[src/rtl/esc_pkg.sv]
// ----------------------------------------------------------------------------
// esc_pkg
// Shared types, constants and helpers for the encoder setpoint controller.
// ----------------------------------------------------------------------------
`default_nettype none

package esc_pkg;

   // Field widths
   localparam int MV_W       = 15;
   localparam int MA_W       = 13;
   localparam int STEP_W     = 10;
   localparam int CPD_W      = 5;
   localparam int DEB_W      = 10;
   localparam int CNT_W      = 16;
   localparam int TIME_W     = 32;
   localparam int VCODE_W    = 11;
   localparam int LWORD_W    = 8;
   localparam int FAULT_W    = 3;
   localparam int STATUS_W   = 8;
   localparam int CSR_IDX_W  = 3;
   localparam int CSR_DATA_W = 15;

   // Datapath widths
   localparam int DET_W     = CNT_W + 1;            // signed detent count
   localparam int SUM_W     = DET_W + STEP_W + 1;   // signed product and sum
   localparam int DIV_CNT_W = $clog2(CNT_W);
   localparam int VRECIP_W  = 16;
   localparam int VPROD_W   = MV_W + VRECIP_W;
   localparam int LSUM_W    = MA_W + 1;
   localparam int LRECIP_W  = 13;
   localparam int LPROD_W   = LSUM_W + LRECIP_W;
   localparam int VQ_W      = VPROD_W - 19;
   localparam int LQ_W      = LPROD_W - 18;

   // Startup values
   localparam logic [MV_W-1:0] STARTUP_MILLIVOLTS = 15'd5000;
   localparam logic [MA_W-1:0] DEFAULT_LIMIT_MA   = 13'd1000;
   localparam logic            REVERSE_DIRECTION  = 1'b0;

   // Register reset values
   localparam logic [MV_W-1:0]   RST_MIN_MV   = 15'd800;
   localparam logic [MV_W-1:0]   RST_MAX_MV   = 15'd22000;
   localparam logic [STEP_W-1:0] RST_VSTEP    = 10'd100;
   localparam logic [MA_W-1:0]   RST_MIN_MA   = 13'd100;
   localparam logic [MA_W-1:0]   RST_MAX_MA   = 13'd6350;
   localparam logic [STEP_W-1:0] RST_LSTEP    = 10'd50;
   localparam logic [CPD_W-1:0]  RST_CPD      = 5'd4;
   localparam logic [DEB_W-1:0]  RST_DEBOUNCE = 10'd30;

   // Code conversion constants
   localparam logic [MV_W-1:0]     VOLT_OFFSET_MV = 15'd800;
   // x / 10 == (x * 52429) >> 19 for x < 2^15
   localparam logic [VRECIP_W-1:0] DIV10_RECIP    = 16'd52429;
   localparam int                  DIV10_SHIFT    = 19;
   localparam logic [VQ_W-1:0]     VCODE_MAX      = 12'h7FF;
   localparam logic [LSUM_W-1:0]   LIMIT_ROUND    = 14'd25;
   // x / 50 == (x * 5243) >> 18 for x < 8217
   localparam logic [LRECIP_W-1:0] DIV50_RECIP    = 13'd5243;
   localparam int                  DIV50_SHIFT    = 18;
   localparam logic [LQ_W-1:0]     LCODE_MAX      = 9'd127;
   localparam logic [LWORD_W-1:0]  LIMIT_ENABLE   = 8'h80;
   localparam int                  FAULT_LSB      = 5;

   // Register indexes
   typedef enum logic [CSR_IDX_W-1:0] {
      CSR_MIN_MV   = 3'd0,
      CSR_MAX_MV   = 3'd1,
      CSR_VSTEP    = 3'd2,
      CSR_MIN_MA   = 3'd3,
      CSR_MAX_MA   = 3'd4,
      CSR_LSTEP    = 3'd5,
      CSR_CPD      = 3'd6,
      CSR_DEBOUNCE = 3'd7
   } csr_index_type;

   // Controller states
   typedef enum logic [3:0] {
      S_IDLE,
      S_EVAL,
      S_DIV,
      S_MUL,
      S_ADD,
      S_APPLY,
      S_CLAMP,
      S_CODEMUL,
      S_OUT
   } state_type;

   // Controller to datapath
   typedef struct packed {
      logic load;
      logic eval;
      logic div_step;
      logic mul;
      logic add;
      logic apply;
      logic code_clamp;
      logic code_mul;
      logic out_load;
   } cmd_type;

   // Datapath to controller
   typedef struct packed {
      logic run;
      logic div_done;
   } status_type;

   // Clamp: below lo gives lo, otherwise above hi gives hi
   function automatic logic signed [SUM_W-1:0] clamp_range(
      input logic signed [SUM_W-1:0] v,
      input logic signed [SUM_W-1:0] lo,
      input logic signed [SUM_W-1:0] hi);
      logic signed [SUM_W-1:0] r;
      if (v < lo) begin
         r = lo;
      end else if (v > hi) begin
         r = hi;
      end else begin
         r = v;
      end
      return r;
   endfunction

endpackage

`default_nettype wire

[src/rtl/esc_ctrl.sv]
// ----------------------------------------------------------------------------
// esc_ctrl
// Sequencer: steps the datapath through evaluate, divide, multiply,
// clamp and code conversion, and owns the input and result handshakes.
// ----------------------------------------------------------------------------
`default_nettype none

module esc_ctrl (
   input  wire logic                clock,
   input  wire logic                reset,
   input  wire logic                req_valid,
   output logic                     req_ready,
   output logic                     rsp_valid,
   input  wire logic                rsp_ready,
   input  wire esc_pkg::status_type status,
   output esc_pkg::cmd_type         cmd
);

   esc_pkg::state_type state_ff, state_in;
   logic               rsp_valid_ff, rsp_valid_in;
   logic               out_free;

   assign out_free  = !rsp_valid_ff || rsp_ready;
   assign rsp_valid = rsp_valid_ff;

   // State and result-valid registers
   always_ff @(posedge clock) begin
      if (reset) begin
         state_ff     <= esc_pkg::S_IDLE;
         rsp_valid_ff <= 1'b0;
      end else begin
         state_ff     <= state_in;
         rsp_valid_ff <= rsp_valid_in;
      end
   end

   // Next state and commands
   always_comb begin
      state_in  = state_ff;
      cmd       = '0;
      req_ready = 1'b0;
      case (state_ff)
         esc_pkg::S_IDLE: begin
            // no transaction is taken while reset is held
            req_ready = !reset;
            if (req_valid && !reset) begin
               cmd.load = 1'b1;
               state_in = esc_pkg::S_EVAL;
            end
         end
         esc_pkg::S_EVAL: begin
            cmd.eval = 1'b1;
            state_in = status.run ? esc_pkg::S_DIV : esc_pkg::S_CLAMP;
         end
         esc_pkg::S_DIV: begin
            cmd.div_step = 1'b1;
            if (status.div_done) begin
               state_in = esc_pkg::S_MUL;
            end
         end
         esc_pkg::S_MUL: begin
            cmd.mul  = 1'b1;
            state_in = esc_pkg::S_ADD;
         end
         esc_pkg::S_ADD: begin
            cmd.add  = 1'b1;
            state_in = esc_pkg::S_APPLY;
         end
         esc_pkg::S_APPLY: begin
            cmd.apply = 1'b1;
            state_in  = esc_pkg::S_CLAMP;
         end
         esc_pkg::S_CLAMP: begin
            cmd.code_clamp = 1'b1;
            state_in       = esc_pkg::S_CODEMUL;
         end
         esc_pkg::S_CODEMUL: begin
            cmd.code_mul = 1'b1;
            state_in     = esc_pkg::S_OUT;
         end
         esc_pkg::S_OUT: begin
            // hold until the result register is free
            if (out_free) begin
               cmd.out_load = 1'b1;
               state_in     = esc_pkg::S_IDLE;
            end
         end
         default: begin
            state_in = esc_pkg::S_IDLE;
         end
      endcase
   end

   // Result valid: set on load, cleared when taken
   always_comb begin
      rsp_valid_in = rsp_valid_ff;
      if (cmd.out_load) begin
         rsp_valid_in = 1'b1;
      end else if (rsp_ready) begin
         rsp_valid_in = 1'b0;
      end
   end

`ifndef SYNTHESIS
   a_load_when_free: assert property (@(posedge clock) disable iff (reset)
      cmd.out_load |-> (!rsp_valid_ff || rsp_ready))
      else $error("result register overwritten while occupied");

   a_accept_to_eval: assert property (@(posedge clock) disable iff (reset)
      (req_valid && req_ready) |=> (state_ff == esc_pkg::S_EVAL))
      else $error("accepted transaction not evaluated next cycle");

   a_run_to_div: assert property (@(posedge clock) disable iff (reset)
      (state_ff == esc_pkg::S_EVAL && status.run) |=> (state_ff == esc_pkg::S_DIV))
      else $error("knob path skipped the divider");

   a_valid_from_load: assert property (@(posedge clock) disable iff (reset)
      $rose(rsp_valid_ff) |-> $past(cmd.out_load))
      else $error("result valid without a load");
`endif

endmodule

`default_nettype wire

[src/rtl/esc_datapath.sv]
// ----------------------------------------------------------------------------
// esc_datapath
// Configuration registers, controller state, sample capture, iterative
// detent divider, step multiply, clamps, code conversion and result register.
// ----------------------------------------------------------------------------
`default_nettype none

module esc_datapath (
   input  wire logic                                   clock,
   input  wire logic                                   reset,
   input  wire esc_pkg::cmd_type                       cmd,
   output esc_pkg::status_type                         status,
   input  wire logic [esc_pkg::CNT_W-1:0]              req_encoder_count,
   input  wire logic                                   req_button_high,
   input  wire logic [esc_pkg::TIME_W-1:0]             req_time_ms,
   input  wire logic                                   req_output_on,
   input  wire logic                                   req_device_present,
   input  wire logic                                   req_status_valid,
   input  wire logic [esc_pkg::STATUS_W-1:0]           req_status_byte,
   input  wire logic                                   csr_write_enable,
   input  wire logic [esc_pkg::CSR_IDX_W-1:0]          csr_index,
   input  wire logic [esc_pkg::CSR_DATA_W-1:0]         csr_write_data,
   output logic [esc_pkg::MV_W-1:0]                    rsp_target_mv,
   output logic [esc_pkg::MA_W-1:0]                    rsp_limit_ma,
   output logic [esc_pkg::VCODE_W-1:0]                 rsp_reference_code,
   output logic [esc_pkg::LWORD_W-1:0]                 rsp_limit_register,
   output logic                                        rsp_current_mode,
   output logic                                        rsp_write_voltage,
   output logic                                        rsp_write_limit,
   output logic                                        rsp_set_error,
   output logic [esc_pkg::FAULT_W-1:0]                 rsp_fault_flags
);

   // Configuration registers
   logic [esc_pkg::MV_W-1:0]   min_mv_ff, max_mv_ff;
   logic [esc_pkg::STEP_W-1:0] vstep_ff, lstep_ff;
   logic [esc_pkg::MA_W-1:0]   min_ma_ff, max_ma_ff;
   logic [esc_pkg::CPD_W-1:0]  cpd_ff;
   logic [esc_pkg::DEB_W-1:0]  deb_ff;

   // Controller state
   logic [esc_pkg::CNT_W-1:0]   ref_ff, ref_in;
   logic                        mode_ff, mode_in;
   logic [esc_pkg::MV_W-1:0]    target_ff, target_in;
   logic [esc_pkg::MA_W-1:0]    limit_ff, limit_in;
   logic                        raw_ff, raw_in;
   logic                        stable_ff, stable_in;
   logic [esc_pkg::TIME_W-1:0]  bct_ff, bct_in;
   logic [esc_pkg::FAULT_W-1:0] fault_ff, fault_in;
   logic                        was_on_ff, was_on_in;

   // Captured sample
   logic [esc_pkg::CNT_W-1:0]    count_ff;
   logic                         btn_ff;
   logic [esc_pkg::TIME_W-1:0]   now_ff;
   logic                         on_ff, present_ff, sval_ff;
   logic [esc_pkg::STATUS_W-1:0] sbyte_ff;

   // Per-transaction work registers
   logic                          wv_ff, wv_in, wl_ff, wl_in, err_ff, err_in;
   logic [esc_pkg::CNT_W-1:0]     dq_ff;
   logic [esc_pkg::CPD_W-1:0]     rem_ff;
   logic [esc_pkg::DIV_CNT_W-1:0] div_cnt_ff;
   logic                          sign_ff;
   logic signed [esc_pkg::SUM_W-1:0] prod_ff, sum_ff;
   logic                          det_nz_ff;
   logic [esc_pkg::MV_W-1:0]      vclamp_ff;
   logic [esc_pkg::MA_W-1:0]      mclamp_ff;
   logic                          vlow_ff;
   logic [esc_pkg::VPROD_W-1:0]   vprod_ff;
   logic [esc_pkg::LPROD_W-1:0]   lprod_ff;

   // Result register
   logic [esc_pkg::MV_W-1:0]    out_target_ff;
   logic [esc_pkg::MA_W-1:0]    out_limit_ff;
   logic [esc_pkg::VCODE_W-1:0] out_vcode_ff;
   logic [esc_pkg::LWORD_W-1:0] out_lword_ff;
   logic                        out_mode_ff, out_wv_ff, out_wl_ff, out_err_ff;
   logic [esc_pkg::FAULT_W-1:0] out_fault_ff;

   // Combinational helpers
   logic [esc_pkg::CPD_W-1:0]        cpd_eff;
   logic [esc_pkg::CNT_W-1:0]        delta, delta_mag;
   logic [esc_pkg::CPD_W:0]          trial;
   logic                             qbit;
   logic signed [esc_pkg::DET_W-1:0] det;
   logic signed [esc_pkg::STEP_W:0]  step_s;
   logic signed [esc_pkg::SUM_W-1:0] prod_full;
   logic signed [esc_pkg::SUM_W-1:0] clamp_v, clamp_m, knob_clamped;
   logic [esc_pkg::TIME_W-1:0]       elapsed;
   logic [esc_pkg::VQ_W-1:0]         vq;
   logic [esc_pkg::LQ_W-1:0]         lq;
   logic [esc_pkg::VCODE_W-1:0]      vcode;
   logic [esc_pkg::LWORD_W-1:0]      lword;
   logic [esc_pkg::LSUM_W-1:0]       lround;

   assign cpd_eff   = (cpd_ff == '0) ? esc_pkg::CPD_W'(1) : cpd_ff;
   assign delta     = count_ff - ref_ff;
   assign delta_mag = delta[esc_pkg::CNT_W-1] ? (~delta + 1'b1) : delta;

   // Knob runs only while the output stays on or on a failed power-on
   assign status.run = (on_ff == was_on_ff) ? on_ff : (on_ff && !present_ff);
   assign status.div_done = (div_cnt_ff == esc_pkg::DIV_CNT_W'(esc_pkg::CNT_W - 1));

   // Configuration writes
   always_ff @(posedge clock) begin
      if (reset) begin
         min_mv_ff <= esc_pkg::RST_MIN_MV;
         max_mv_ff <= esc_pkg::RST_MAX_MV;
         vstep_ff  <= esc_pkg::RST_VSTEP;
         min_ma_ff <= esc_pkg::RST_MIN_MA;
         max_ma_ff <= esc_pkg::RST_MAX_MA;
         lstep_ff  <= esc_pkg::RST_LSTEP;
         cpd_ff    <= esc_pkg::RST_CPD;
         deb_ff    <= esc_pkg::RST_DEBOUNCE;
      end else if (csr_write_enable) begin
         case (esc_pkg::csr_index_type'(csr_index))
            esc_pkg::CSR_MIN_MV:   min_mv_ff <= csr_write_data[esc_pkg::MV_W-1:0];
            esc_pkg::CSR_MAX_MV:   max_mv_ff <= csr_write_data[esc_pkg::MV_W-1:0];
            esc_pkg::CSR_VSTEP:    vstep_ff  <= csr_write_data[esc_pkg::STEP_W-1:0];
            esc_pkg::CSR_MIN_MA:   min_ma_ff <= csr_write_data[esc_pkg::MA_W-1:0];
            esc_pkg::CSR_MAX_MA:   max_ma_ff <= csr_write_data[esc_pkg::MA_W-1:0];
            esc_pkg::CSR_LSTEP:    lstep_ff  <= csr_write_data[esc_pkg::STEP_W-1:0];
            esc_pkg::CSR_CPD:      cpd_ff    <= csr_write_data[esc_pkg::CPD_W-1:0];
            esc_pkg::CSR_DEBOUNCE: deb_ff    <= csr_write_data[esc_pkg::DEB_W-1:0];
            default: begin
            end
         endcase
      end
   end

   // Divider step: restoring, one quotient bit per cycle
   assign trial = {rem_ff, dq_ff[esc_pkg::CNT_W-1]};
   assign qbit  = (trial >= {1'b0, cpd_eff});

   // Signed detents and step product
   always_comb begin
      det = sign_ff ? -$signed({1'b0, dq_ff}) : $signed({1'b0, dq_ff});
      if (esc_pkg::REVERSE_DIRECTION) begin
         det = -det;
      end
      step_s    = $signed({1'b0, (mode_ff ? lstep_ff : vstep_ff)});
      prod_full = det * step_s;
   end

   // Clamps of the knob sum and of the stored values
   always_comb begin
      if (mode_ff) begin
         knob_clamped = esc_pkg::clamp_range(sum_ff,
            $signed({{(esc_pkg::SUM_W-esc_pkg::MA_W){1'b0}}, min_ma_ff}),
            $signed({{(esc_pkg::SUM_W-esc_pkg::MA_W){1'b0}}, max_ma_ff}));
      end else begin
         knob_clamped = esc_pkg::clamp_range(sum_ff,
            $signed({{(esc_pkg::SUM_W-esc_pkg::MV_W){1'b0}}, min_mv_ff}),
            $signed({{(esc_pkg::SUM_W-esc_pkg::MV_W){1'b0}}, max_mv_ff}));
      end
      clamp_v = esc_pkg::clamp_range(
         $signed({{(esc_pkg::SUM_W-esc_pkg::MV_W){1'b0}}, target_ff}),
         $signed({{(esc_pkg::SUM_W-esc_pkg::MV_W){1'b0}}, min_mv_ff}),
         $signed({{(esc_pkg::SUM_W-esc_pkg::MV_W){1'b0}}, max_mv_ff}));
      clamp_m = esc_pkg::clamp_range(
         $signed({{(esc_pkg::SUM_W-esc_pkg::MA_W){1'b0}}, limit_ff}),
         $signed({{(esc_pkg::SUM_W-esc_pkg::MA_W){1'b0}}, min_ma_ff}),
         $signed({{(esc_pkg::SUM_W-esc_pkg::MA_W){1'b0}}, max_ma_ff}));
   end

   assign elapsed = now_ff - bct_ff;
   assign lround  = {1'b0, mclamp_ff} + esc_pkg::LIMIT_ROUND;

   // Final codes from the reciprocal products
   always_comb begin
      vq = vprod_ff[esc_pkg::VPROD_W-1:esc_pkg::DIV10_SHIFT];
      lq = lprod_ff[esc_pkg::LPROD_W-1:esc_pkg::DIV50_SHIFT];
      if (vlow_ff) begin
         vcode = '0;
      end else if (vq > esc_pkg::VCODE_MAX) begin
         vcode = esc_pkg::VCODE_MAX[esc_pkg::VCODE_W-1:0];
      end else begin
         vcode = vq[esc_pkg::VCODE_W-1:0];
      end
      if (lq > esc_pkg::LCODE_MAX) begin
         lword = esc_pkg::LIMIT_ENABLE | esc_pkg::LWORD_W'(esc_pkg::LCODE_MAX);
      end else begin
         lword = esc_pkg::LIMIT_ENABLE | esc_pkg::LWORD_W'(lq);
      end
   end

   // Next values of controller state and transaction flags
   always_comb begin
      ref_in    = ref_ff;
      mode_in   = mode_ff;
      target_in = target_ff;
      limit_in  = limit_ff;
      raw_in    = raw_ff;
      stable_in = stable_ff;
      bct_in    = bct_ff;
      fault_in  = fault_ff;
      was_on_in = was_on_ff;
      wv_in     = wv_ff;
      wl_in     = wl_ff;
      err_in    = err_ff;

      if (cmd.load) begin
         wv_in  = 1'b0;
         wl_in  = 1'b0;
         err_in = 1'b0;
      end

      // Output switch edges
      if (cmd.eval) begin
         if (on_ff != was_on_ff) begin
            was_on_in = on_ff;
            if (on_ff) begin
               if (present_ff) begin
                  target_in = esc_pkg::STARTUP_MILLIVOLTS;
                  limit_in  = esc_pkg::DEFAULT_LIMIT_MA;
                  mode_in   = 1'b0;
                  fault_in  = '0;
                  ref_in    = count_ff;
                  raw_in    = btn_ff;
                  stable_in = btn_ff;
                  bct_in    = now_ff;
                  wv_in     = 1'b1;
                  wl_in     = 1'b1;
               end else begin
                  err_in = 1'b1;
               end
            end else begin
               target_in = esc_pkg::STARTUP_MILLIVOLTS;
               fault_in  = '0;
               wv_in     = present_ff;
            end
         end
         // Fault latch from a fresh status read
         if (status.run && present_ff && sval_ff) begin
            fault_in = fault_ff |
               sbyte_ff[esc_pkg::FAULT_LSB +: esc_pkg::FAULT_W];
         end
      end

      // Knob update and button debounce
      if (cmd.apply) begin
         if (det_nz_ff) begin
            ref_in   = sign_ff ? (count_ff + esc_pkg::CNT_W'(rem_ff))
                               : (count_ff - esc_pkg::CNT_W'(rem_ff));
            fault_in = '0;
            if (mode_ff) begin
               limit_in = knob_clamped[esc_pkg::MA_W-1:0];
               if (present_ff) wl_in = 1'b1; else err_in = 1'b1;
            end else begin
               target_in = knob_clamped[esc_pkg::MV_W-1:0];
               if (present_ff) wv_in = 1'b1; else err_in = 1'b1;
            end
         end
         if (btn_ff != raw_ff) begin
            bct_in = now_ff;
            raw_in = btn_ff;
         end else if (elapsed > esc_pkg::TIME_W'(deb_ff)) begin
            if (stable_ff && !btn_ff) begin
               mode_in = !mode_ff;
            end
            stable_in = btn_ff;
         end
      end
   end

   // Controller state registers
   always_ff @(posedge clock) begin
      if (reset) begin
         ref_ff    <= '0;
         mode_ff   <= 1'b0;
         target_ff <= esc_pkg::STARTUP_MILLIVOLTS;
         limit_ff  <= esc_pkg::DEFAULT_LIMIT_MA;
         raw_ff    <= 1'b1;
         stable_ff <= 1'b1;
         bct_ff    <= '0;
         fault_ff  <= '0;
         was_on_ff <= 1'b0;
      end else begin
         ref_ff    <= ref_in;
         mode_ff   <= mode_in;
         target_ff <= target_in;
         limit_ff  <= limit_in;
         raw_ff    <= raw_in;
         stable_ff <= stable_in;
         bct_ff    <= bct_in;
         fault_ff  <= fault_in;
         was_on_ff <= was_on_in;
      end
   end

   // Sample capture, divider, arithmetic pipeline and result register
   always_ff @(posedge clock) begin
      wv_ff  <= wv_in;
      wl_ff  <= wl_in;
      err_ff <= err_in;
      if (cmd.load) begin
         count_ff   <= req_encoder_count;
         btn_ff     <= req_button_high;
         now_ff     <= req_time_ms;
         on_ff      <= req_output_on;
         present_ff <= req_device_present;
         sval_ff    <= req_status_valid;
         sbyte_ff   <= req_status_byte;
      end
      if (cmd.eval) begin
         dq_ff      <= delta_mag;
         rem_ff     <= '0;
         div_cnt_ff <= '0;
         sign_ff    <= delta[esc_pkg::CNT_W-1];
      end
      if (cmd.div_step) begin
         dq_ff      <= {dq_ff[esc_pkg::CNT_W-2:0], qbit};
         rem_ff     <= qbit ? trial[esc_pkg::CPD_W-1:0] - cpd_eff
                            : trial[esc_pkg::CPD_W-1:0];
         div_cnt_ff <= div_cnt_ff + 1'b1;
      end
      if (cmd.mul) begin
         prod_ff   <= prod_full;
         det_nz_ff <= (dq_ff != '0);
      end
      if (cmd.add) begin
         sum_ff <= prod_ff + (mode_ff
            ? $signed({{(esc_pkg::SUM_W-esc_pkg::MA_W){1'b0}}, limit_ff})
            : $signed({{(esc_pkg::SUM_W-esc_pkg::MV_W){1'b0}}, target_ff}));
      end
      if (cmd.code_clamp) begin
         vclamp_ff <= clamp_v[esc_pkg::MV_W-1:0];
         mclamp_ff <= clamp_m[esc_pkg::MA_W-1:0];
      end
      if (cmd.code_mul) begin
         vlow_ff  <= (vclamp_ff < esc_pkg::VOLT_OFFSET_MV);
         vprod_ff <= esc_pkg::VPROD_W'(vclamp_ff - esc_pkg::VOLT_OFFSET_MV)
                     * esc_pkg::VPROD_W'(esc_pkg::DIV10_RECIP);
         lprod_ff <= esc_pkg::LPROD_W'(lround) * esc_pkg::LPROD_W'(esc_pkg::DIV50_RECIP);
      end
      if (cmd.out_load) begin
         out_target_ff <= target_ff;
         out_limit_ff  <= limit_ff;
         out_vcode_ff  <= vcode;
         out_lword_ff  <= lword;
         out_mode_ff   <= mode_ff;
         out_wv_ff     <= wv_ff;
         out_wl_ff     <= wl_ff;
         out_err_ff    <= err_ff;
         out_fault_ff  <= fault_ff;
      end
   end

   assign rsp_target_mv      = out_target_ff;
   assign rsp_limit_ma       = out_limit_ff;
   assign rsp_reference_code = out_vcode_ff;
   assign rsp_limit_register = out_lword_ff;
   assign rsp_current_mode   = out_mode_ff;
   assign rsp_write_voltage  = out_wv_ff;
   assign rsp_write_limit    = out_wl_ff;
   assign rsp_set_error      = out_err_ff;
   assign rsp_fault_flags    = out_fault_ff;

endmodule

`default_nettype wire

[src/rtl/encoder_setpoint_controller.sv]
// From input acceptance the knob path runs evaluate, the bit-serial detent divider,
// multiply, add, apply, clamp, code multiply and output; otherwise evaluate goes
// straight to clamp, code multiply and output. One transaction is processed at a time;
// a finished result waits in the output state while the output register is occupied;
// the next transaction is accepted while a result still waits in the output register.
// Reset (synchronous, active high) restores registers, setpoints and button state.
// ----------------------------------------------------------------------------
// encoder_setpoint_controller
// Poll-driven setpoint controller: encoder detents step the voltage target
// or current limit, a debounced press toggles the mode, faults are latched.
// ----------------------------------------------------------------------------
`default_nettype none

module encoder_setpoint_controller (
   input  wire logic                             clock,
   input  wire logic                             reset,
   input  wire logic                             req_valid,
   output logic                                  req_ready,
   input  wire logic [esc_pkg::CNT_W-1:0]        req_encoder_count,
   input  wire logic                             req_button_high,
   input  wire logic [esc_pkg::TIME_W-1:0]       req_time_ms,
   input  wire logic                             req_output_on,
   input  wire logic                             req_device_present,
   input  wire logic                             req_status_valid,
   input  wire logic [esc_pkg::STATUS_W-1:0]     req_status_byte,
   output logic                                  rsp_valid,
   input  wire logic                             rsp_ready,
   output logic [esc_pkg::MV_W-1:0]              rsp_target_mv,
   output logic [esc_pkg::MA_W-1:0]              rsp_limit_ma,
   output logic [esc_pkg::VCODE_W-1:0]           rsp_reference_code,
   output logic [esc_pkg::LWORD_W-1:0]           rsp_limit_register,
   output logic                                  rsp_current_mode,
   output logic                                  rsp_write_voltage,
   output logic                                  rsp_write_limit,
   output logic                                  rsp_set_error,
   output logic [esc_pkg::FAULT_W-1:0]           rsp_fault_flags,
   input  wire logic                             csr_write_enable,
   input  wire logic [esc_pkg::CSR_IDX_W-1:0]    csr_index,
   input  wire logic [esc_pkg::CSR_DATA_W-1:0]   csr_write_data
);

   esc_pkg::cmd_type    cmd;
   esc_pkg::status_type status;

   // Sequencer
   esc_ctrl u_ctrl (
      .clock     (clock),
      .reset     (reset),
      .req_valid (req_valid),
      .req_ready (req_ready),
      .rsp_valid (rsp_valid),
      .rsp_ready (rsp_ready),
      .status    (status),
      .cmd       (cmd)
   );

   // Datapath
   esc_datapath u_datapath (
      .clock              (clock),
      .reset              (reset),
      .cmd                (cmd),
      .status             (status),
      .req_encoder_count  (req_encoder_count),
      .req_button_high    (req_button_high),
      .req_time_ms        (req_time_ms),
      .req_output_on      (req_output_on),
      .req_device_present (req_device_present),
      .req_status_valid   (req_status_valid),
      .req_status_byte    (req_status_byte),
      .csr_write_enable   (csr_write_enable),
      .csr_index          (csr_index),
      .csr_write_data     (csr_write_data),
      .rsp_target_mv      (rsp_target_mv),
      .rsp_limit_ma       (rsp_limit_ma),
      .rsp_reference_code (rsp_reference_code),
      .rsp_limit_register (rsp_limit_register),
      .rsp_current_mode   (rsp_current_mode),
      .rsp_write_voltage  (rsp_write_voltage),
      .rsp_write_limit    (rsp_write_limit),
      .rsp_set_error      (rsp_set_error),
      .rsp_fault_flags    (rsp_fault_flags)
   );

endmodule

`default_nettype wire

[config.mk]
export PLATFORM = sky130hd
export DESIGN_NAME = encoder_setpoint_controller
export DESIGN_NICKNAME = d
export VERILOG_FILES = /design/src/rtl/esc_pkg.sv /design/src/rtl/esc_ctrl.sv /design/src/rtl/esc_datapath.sv /design/src/rtl/encoder_setpoint_controller.sv
export SDC_FILE = /design/constraint.sdc
export NUM_CORES = 2
export LEC_CHECK = 0
export ABC_AREA = 1
export BUFFER_PORTS_ARGS = -buffer_cell sky130_fd_sc_hd__buf_4
export CAP_MARGIN = 0
export CORE_ASPECT_RATIO = 1.1
export CORE_UTILIZATION = 35
export CTS_CLUSTER_DIAMETER = 80
export DETAILED_ROUTE_END_ITERATION = 6
export PLACE_DENSITY = 0.61
export RECOVER_POWER = 25
export SYNTH_ARGS = -nofsm -noshare
export SYNTH_HDL_FRONTEND = slang
export SYNTH_SLANG_ARGS = --single-unit
[constraint.sdc]
create_clock -name clock -period 20 [get_ports clock]
set_input_delay 3 -clock clock [delete_from_list [all_inputs] [get_ports clock]]
set_output_delay 3 -clock clock [all_outputs]
set_load 0.1 [all_outputs]
==> qor.yml <==
logic_synthesis:
  synth_edf_count: 241
  synth-seq-area-share_pct: 27.3
  synth_cells: 4863
  synth_ff_type: "edfxtp_1"
  synthArstFlopShare_pct: 0
  syn-num-nets: 5740
  ys_seq_elements: 423
  synth.distinct_cells: 65
  synth_warnings: 0
  syn_avg_cell_area_um2: 8.21
  synth.cell_area_um2: 39900
worst_hold_path:
  hold_path_class: "flip-flop to flip-flop"
  hold-path-cell-count: 0
  hold_end: "u_datapath.rsp_set_error$_DFFE_PP_"
  min-delay-start: "u_datapath.err_ff$_DFF_P_"
clock_network:
  cts_setup_buffers: 0
  cts_root_buffer: "clkbuf_16"
  cts_tree: "yes"
  cts-resized-gates: 0
  cts.sinks: 423
  htree_levels: 2
  clk_path_buf_depth: 3
  cts_buffers: 50
  clock_insertion_delay_worst_skew_ns: 0.63
  clkSlewWorstSetupHoldPaths_ns: 0.06
  cts_hold_buf: 0
global_routing:
  overflow: 0
  antenna_found_initial: 8
  grt_util_all_layers_pct: 19.0
  grt_pass1_wl_um: 173000
  grt_max_degree: 87
  grt_pass1_vias: 31800
worst_setup_path:
  worst_r2r_endpoint: "u_datapath.prod_ff[24]$_DFFE_PP_"
  path_common_cell: "inv_1"
  arrival_ns: 8.35
  rrSetupSlack_ns: 12.02
  worst_path_max_delay_cell: "dfxtp_1"
  critPathCaptureType: "flip-flop"
  cp_max_fo: 51
  r2r-start: "u_datapath.mode_ff$_SDFF_PP0_"
  startpoint_type: "flip-flop"
  path_cells: "o21ai_0, inv_1, nand2_1, fa_1, inv_1, fa_1, inv_1, fa_1, inv_1, fa_1, inv_1, fa_1, inv_1, ha_1, nand2_1, nor2_1, o21ai_0, o211ai_1, nand2_1, nand3_1, nand3_1, nand2_1, a31oi_1, xor2_1"
  path_class: "flip-flop to flip-flop"
  crit_required_ns: 20.36
  rr_worst_depth: 24
  max_stage_delay_ns: 1.59
outcome:
  violations: "max-capacitance violations, max-slew violations"
  status: "finished with violations"
sta:
  setup_viol: 0
  relSlewSlack_pct: -26.8
  rsz0062_at_grt: "no"
  fin_tns_setup_ns: 0
  clock_skew_ns: 0.0256
  post-route-period-util_pct: 39.9
  slew_violations: 166
  finalCriticalPeriod_ns: 7.98
  fmax_mhz: 125
  worstMarginPinSlew_ns: 1.90
  hold_violations: 0
place:
  gp_congestion: 0.935
  io_buffers: 132
  dp_hpwl_um: 87900
drt:
  ant_nets: 0
  firstDrtPassIters: 6
  remaining_drc_errors: 0
  vias: 32300
  avgRoutedWirePerCell_um: 16.8
  wirelength_um: 110000
  via_per_inst: 4.95
  drtIter0Drc: 2049
layout:
  final_nets: 5849
  drive_gt1_share_pct: 6.20
  syn2layout_area_growth_pct: 10.8
flow_run:
  drv_cap: 5
die:
  initial_utilization_pct: 35.4
  die-area_um2: 115000
  die_x_um: 324
  num_io_pins: 139
  die_height_um: 356
  core_area_um2: 113000
  fp-row-count: 129
[cells in the mapped netlist, drive strengths merged, types with 10 or more instances]
library cell	count	area share, %
fa	320	16
nor3	51	0.77
buf	21	0.33
a21o	14	0.27
nor4	19	0.30
nand2	824	7.9
o211ai	50	0.94
edfxtp	241	18
o21ai	314	4.0
a21oi	361	4.6
dfxtp	182	9.1
nand4	65	1.0
o21bai	17	0.32
inv	989	9.3
ha	474	15
nor2	403	3.8
xor2	105	2.3
nand3	205	2.6
or2	10	0.16
clkbuf	79	0.74
xnor2	46	1.0
[final cells by class]
class,instances,area [µm²]
Sequential cell,423,10900
Multi-Input combinational cell,3349,24900
Antenna cell,1,2.50
Timing Repair Buffer,157,1160
Clock inverter,31,294
Tap cell,1506,1880
Clock buffer,63,1370
Fill cell,11500,68600
Inverter,991,3720
[worst max-delay path by stage]
stage	end	slack, ns	cells after the start	start
3_3_place_gp	u_datapath.prod_ff[24]$_DFFE_PP_	12.47	33	u_datapath.dq_ff[0]$_DFFE_PN_
4_1_cts	u_datapath.prod_ff[24]$_DFFE_PP_	12.42	33	u_datapath.dq_ff[0]$_DFFE_PN_
6_report	u_datapath.prod_ff[24]$_DFFE_PP_	12.02	24	u_datapath.mode_ff$_SDFF_PP0_
5_1_grt	u_datapath.prod_ff[24]$_DFFE_PP_	11.51	33	u_datapath.dq_ff[0]$_DFFE_PN_
3_5_place_dp	u_datapath.prod_ff[24]$_DFFE_PP_	12.44	33	u_datapath.dq_ff[0]$_DFFE_PN_
2_1_floorplan	u_datapath.rsp_current_mode$_DFFE_PP_	11.31	2	rsp_ready
[worst max-delay path, delay by kind of cell (launching register included)]
family          cells  cell delay [ns]
fa+ha+maj           6             2.96
buf+inv             6             0.87
compound gates      4             1.19
xor+xnor            1             0.15
flops               1             1.59
simple gates        7             0.90
[sequential cells by signal, summed over array words and instances (netlist names), 11 cells and up]
signal	cells
u_datapath.bct_ff	32
u_datapath.max_mv_ff	15
u_datapath.vclamp_ff	15
u_datapath.rsp_limit_ma	13
u_datapath.count_ff	16
u_datapath.now_ff	32
u_datapath.dq_ff	16
u_datapath.vprod_ff	12
u_datapath.target_ff	15
u_datapath.min_mv_ff	15
u_datapath.limit_ff	13
u_datapath.ref_ff	16
u_datapath.sum_ff	28
u_datapath.rsp_reference_code	11
u_datapath.max_ma_ff	13
u_datapath.mclamp_ff	13
u_datapath.prod_ff	28
u_datapath.rsp_target_mv	15
u_datapath.min_ma_ff	13
[placed cells by master, fill, tap and decap left out, drive strengths merged, types with 7 or more instances in the layout]
| cell | count |
|---|---|
| dfxtp | 182 |
| nand2 | 824 |
| inv | 997 |
| o21a | 7 |
| a21boi | 7 |
| o21ai | 314 |
| o21bai | 17 |
| nand4 | 65 |
| edfxtp | 241 |
| buf | 152 |
| clkinv | 19 |
| ha | 474 |
| or2 | 10 |
| xor2 | 105 |
| nor2 | 403 |
| a211oi | 7 |
| clkbuf | 68 |
| fa | 320 |
| xnor2 | 46 |
| o211ai | 50 |
| nor3 | 51 |
| nand3 | 205 |
| a21oi | 361 |
| o31ai | 8 |
| a21o | 14 |
| nor4 | 19 |
[routing by layer]
layer  up-vias  GRT usage (%)  part of all wire, %
li1      15900              -                    -
met1     15400           23.9                   43
met2       790           32.5                   48
met3       198           3.05                  5.4
met4         8           6.80                  3.4
met5         -              0                0.042
[kinds of logic after synthesis]
group,after synthesis,share of synthesized area (%)
AO/OA/AOI/OAI,814,11.2
multiplexers,1,0.0251
flip-flops,423,27.3
XOR/XNOR,151,3.35
other,1,0.00939
adder cells (fa/ha/maj),794,30.9
buffers and inverters,1091,10.4
AND/OR/NAND/NOR,1588,16.8
[per-stage QoR]
stage	instances	util [%]	area (µm²)	worst slack [ns]	hold slack (ns)
finish	6521	39.2	44200	12.02	0.445
detailed placement	6426	37.8	42600	12.44	0.425
global placement	6426	37.8	42600	12.47	0.422
global route	6520	39.2	44200	11.51	0.461
CTS	6520	39.2	44300	12.42	0.444
floorplan	4863	-	39900	11.31	0.408
Power is left out: the tool's default activity adds up to more than one toggle a clock period on the data nets, which glitch-free logic cannot reach.
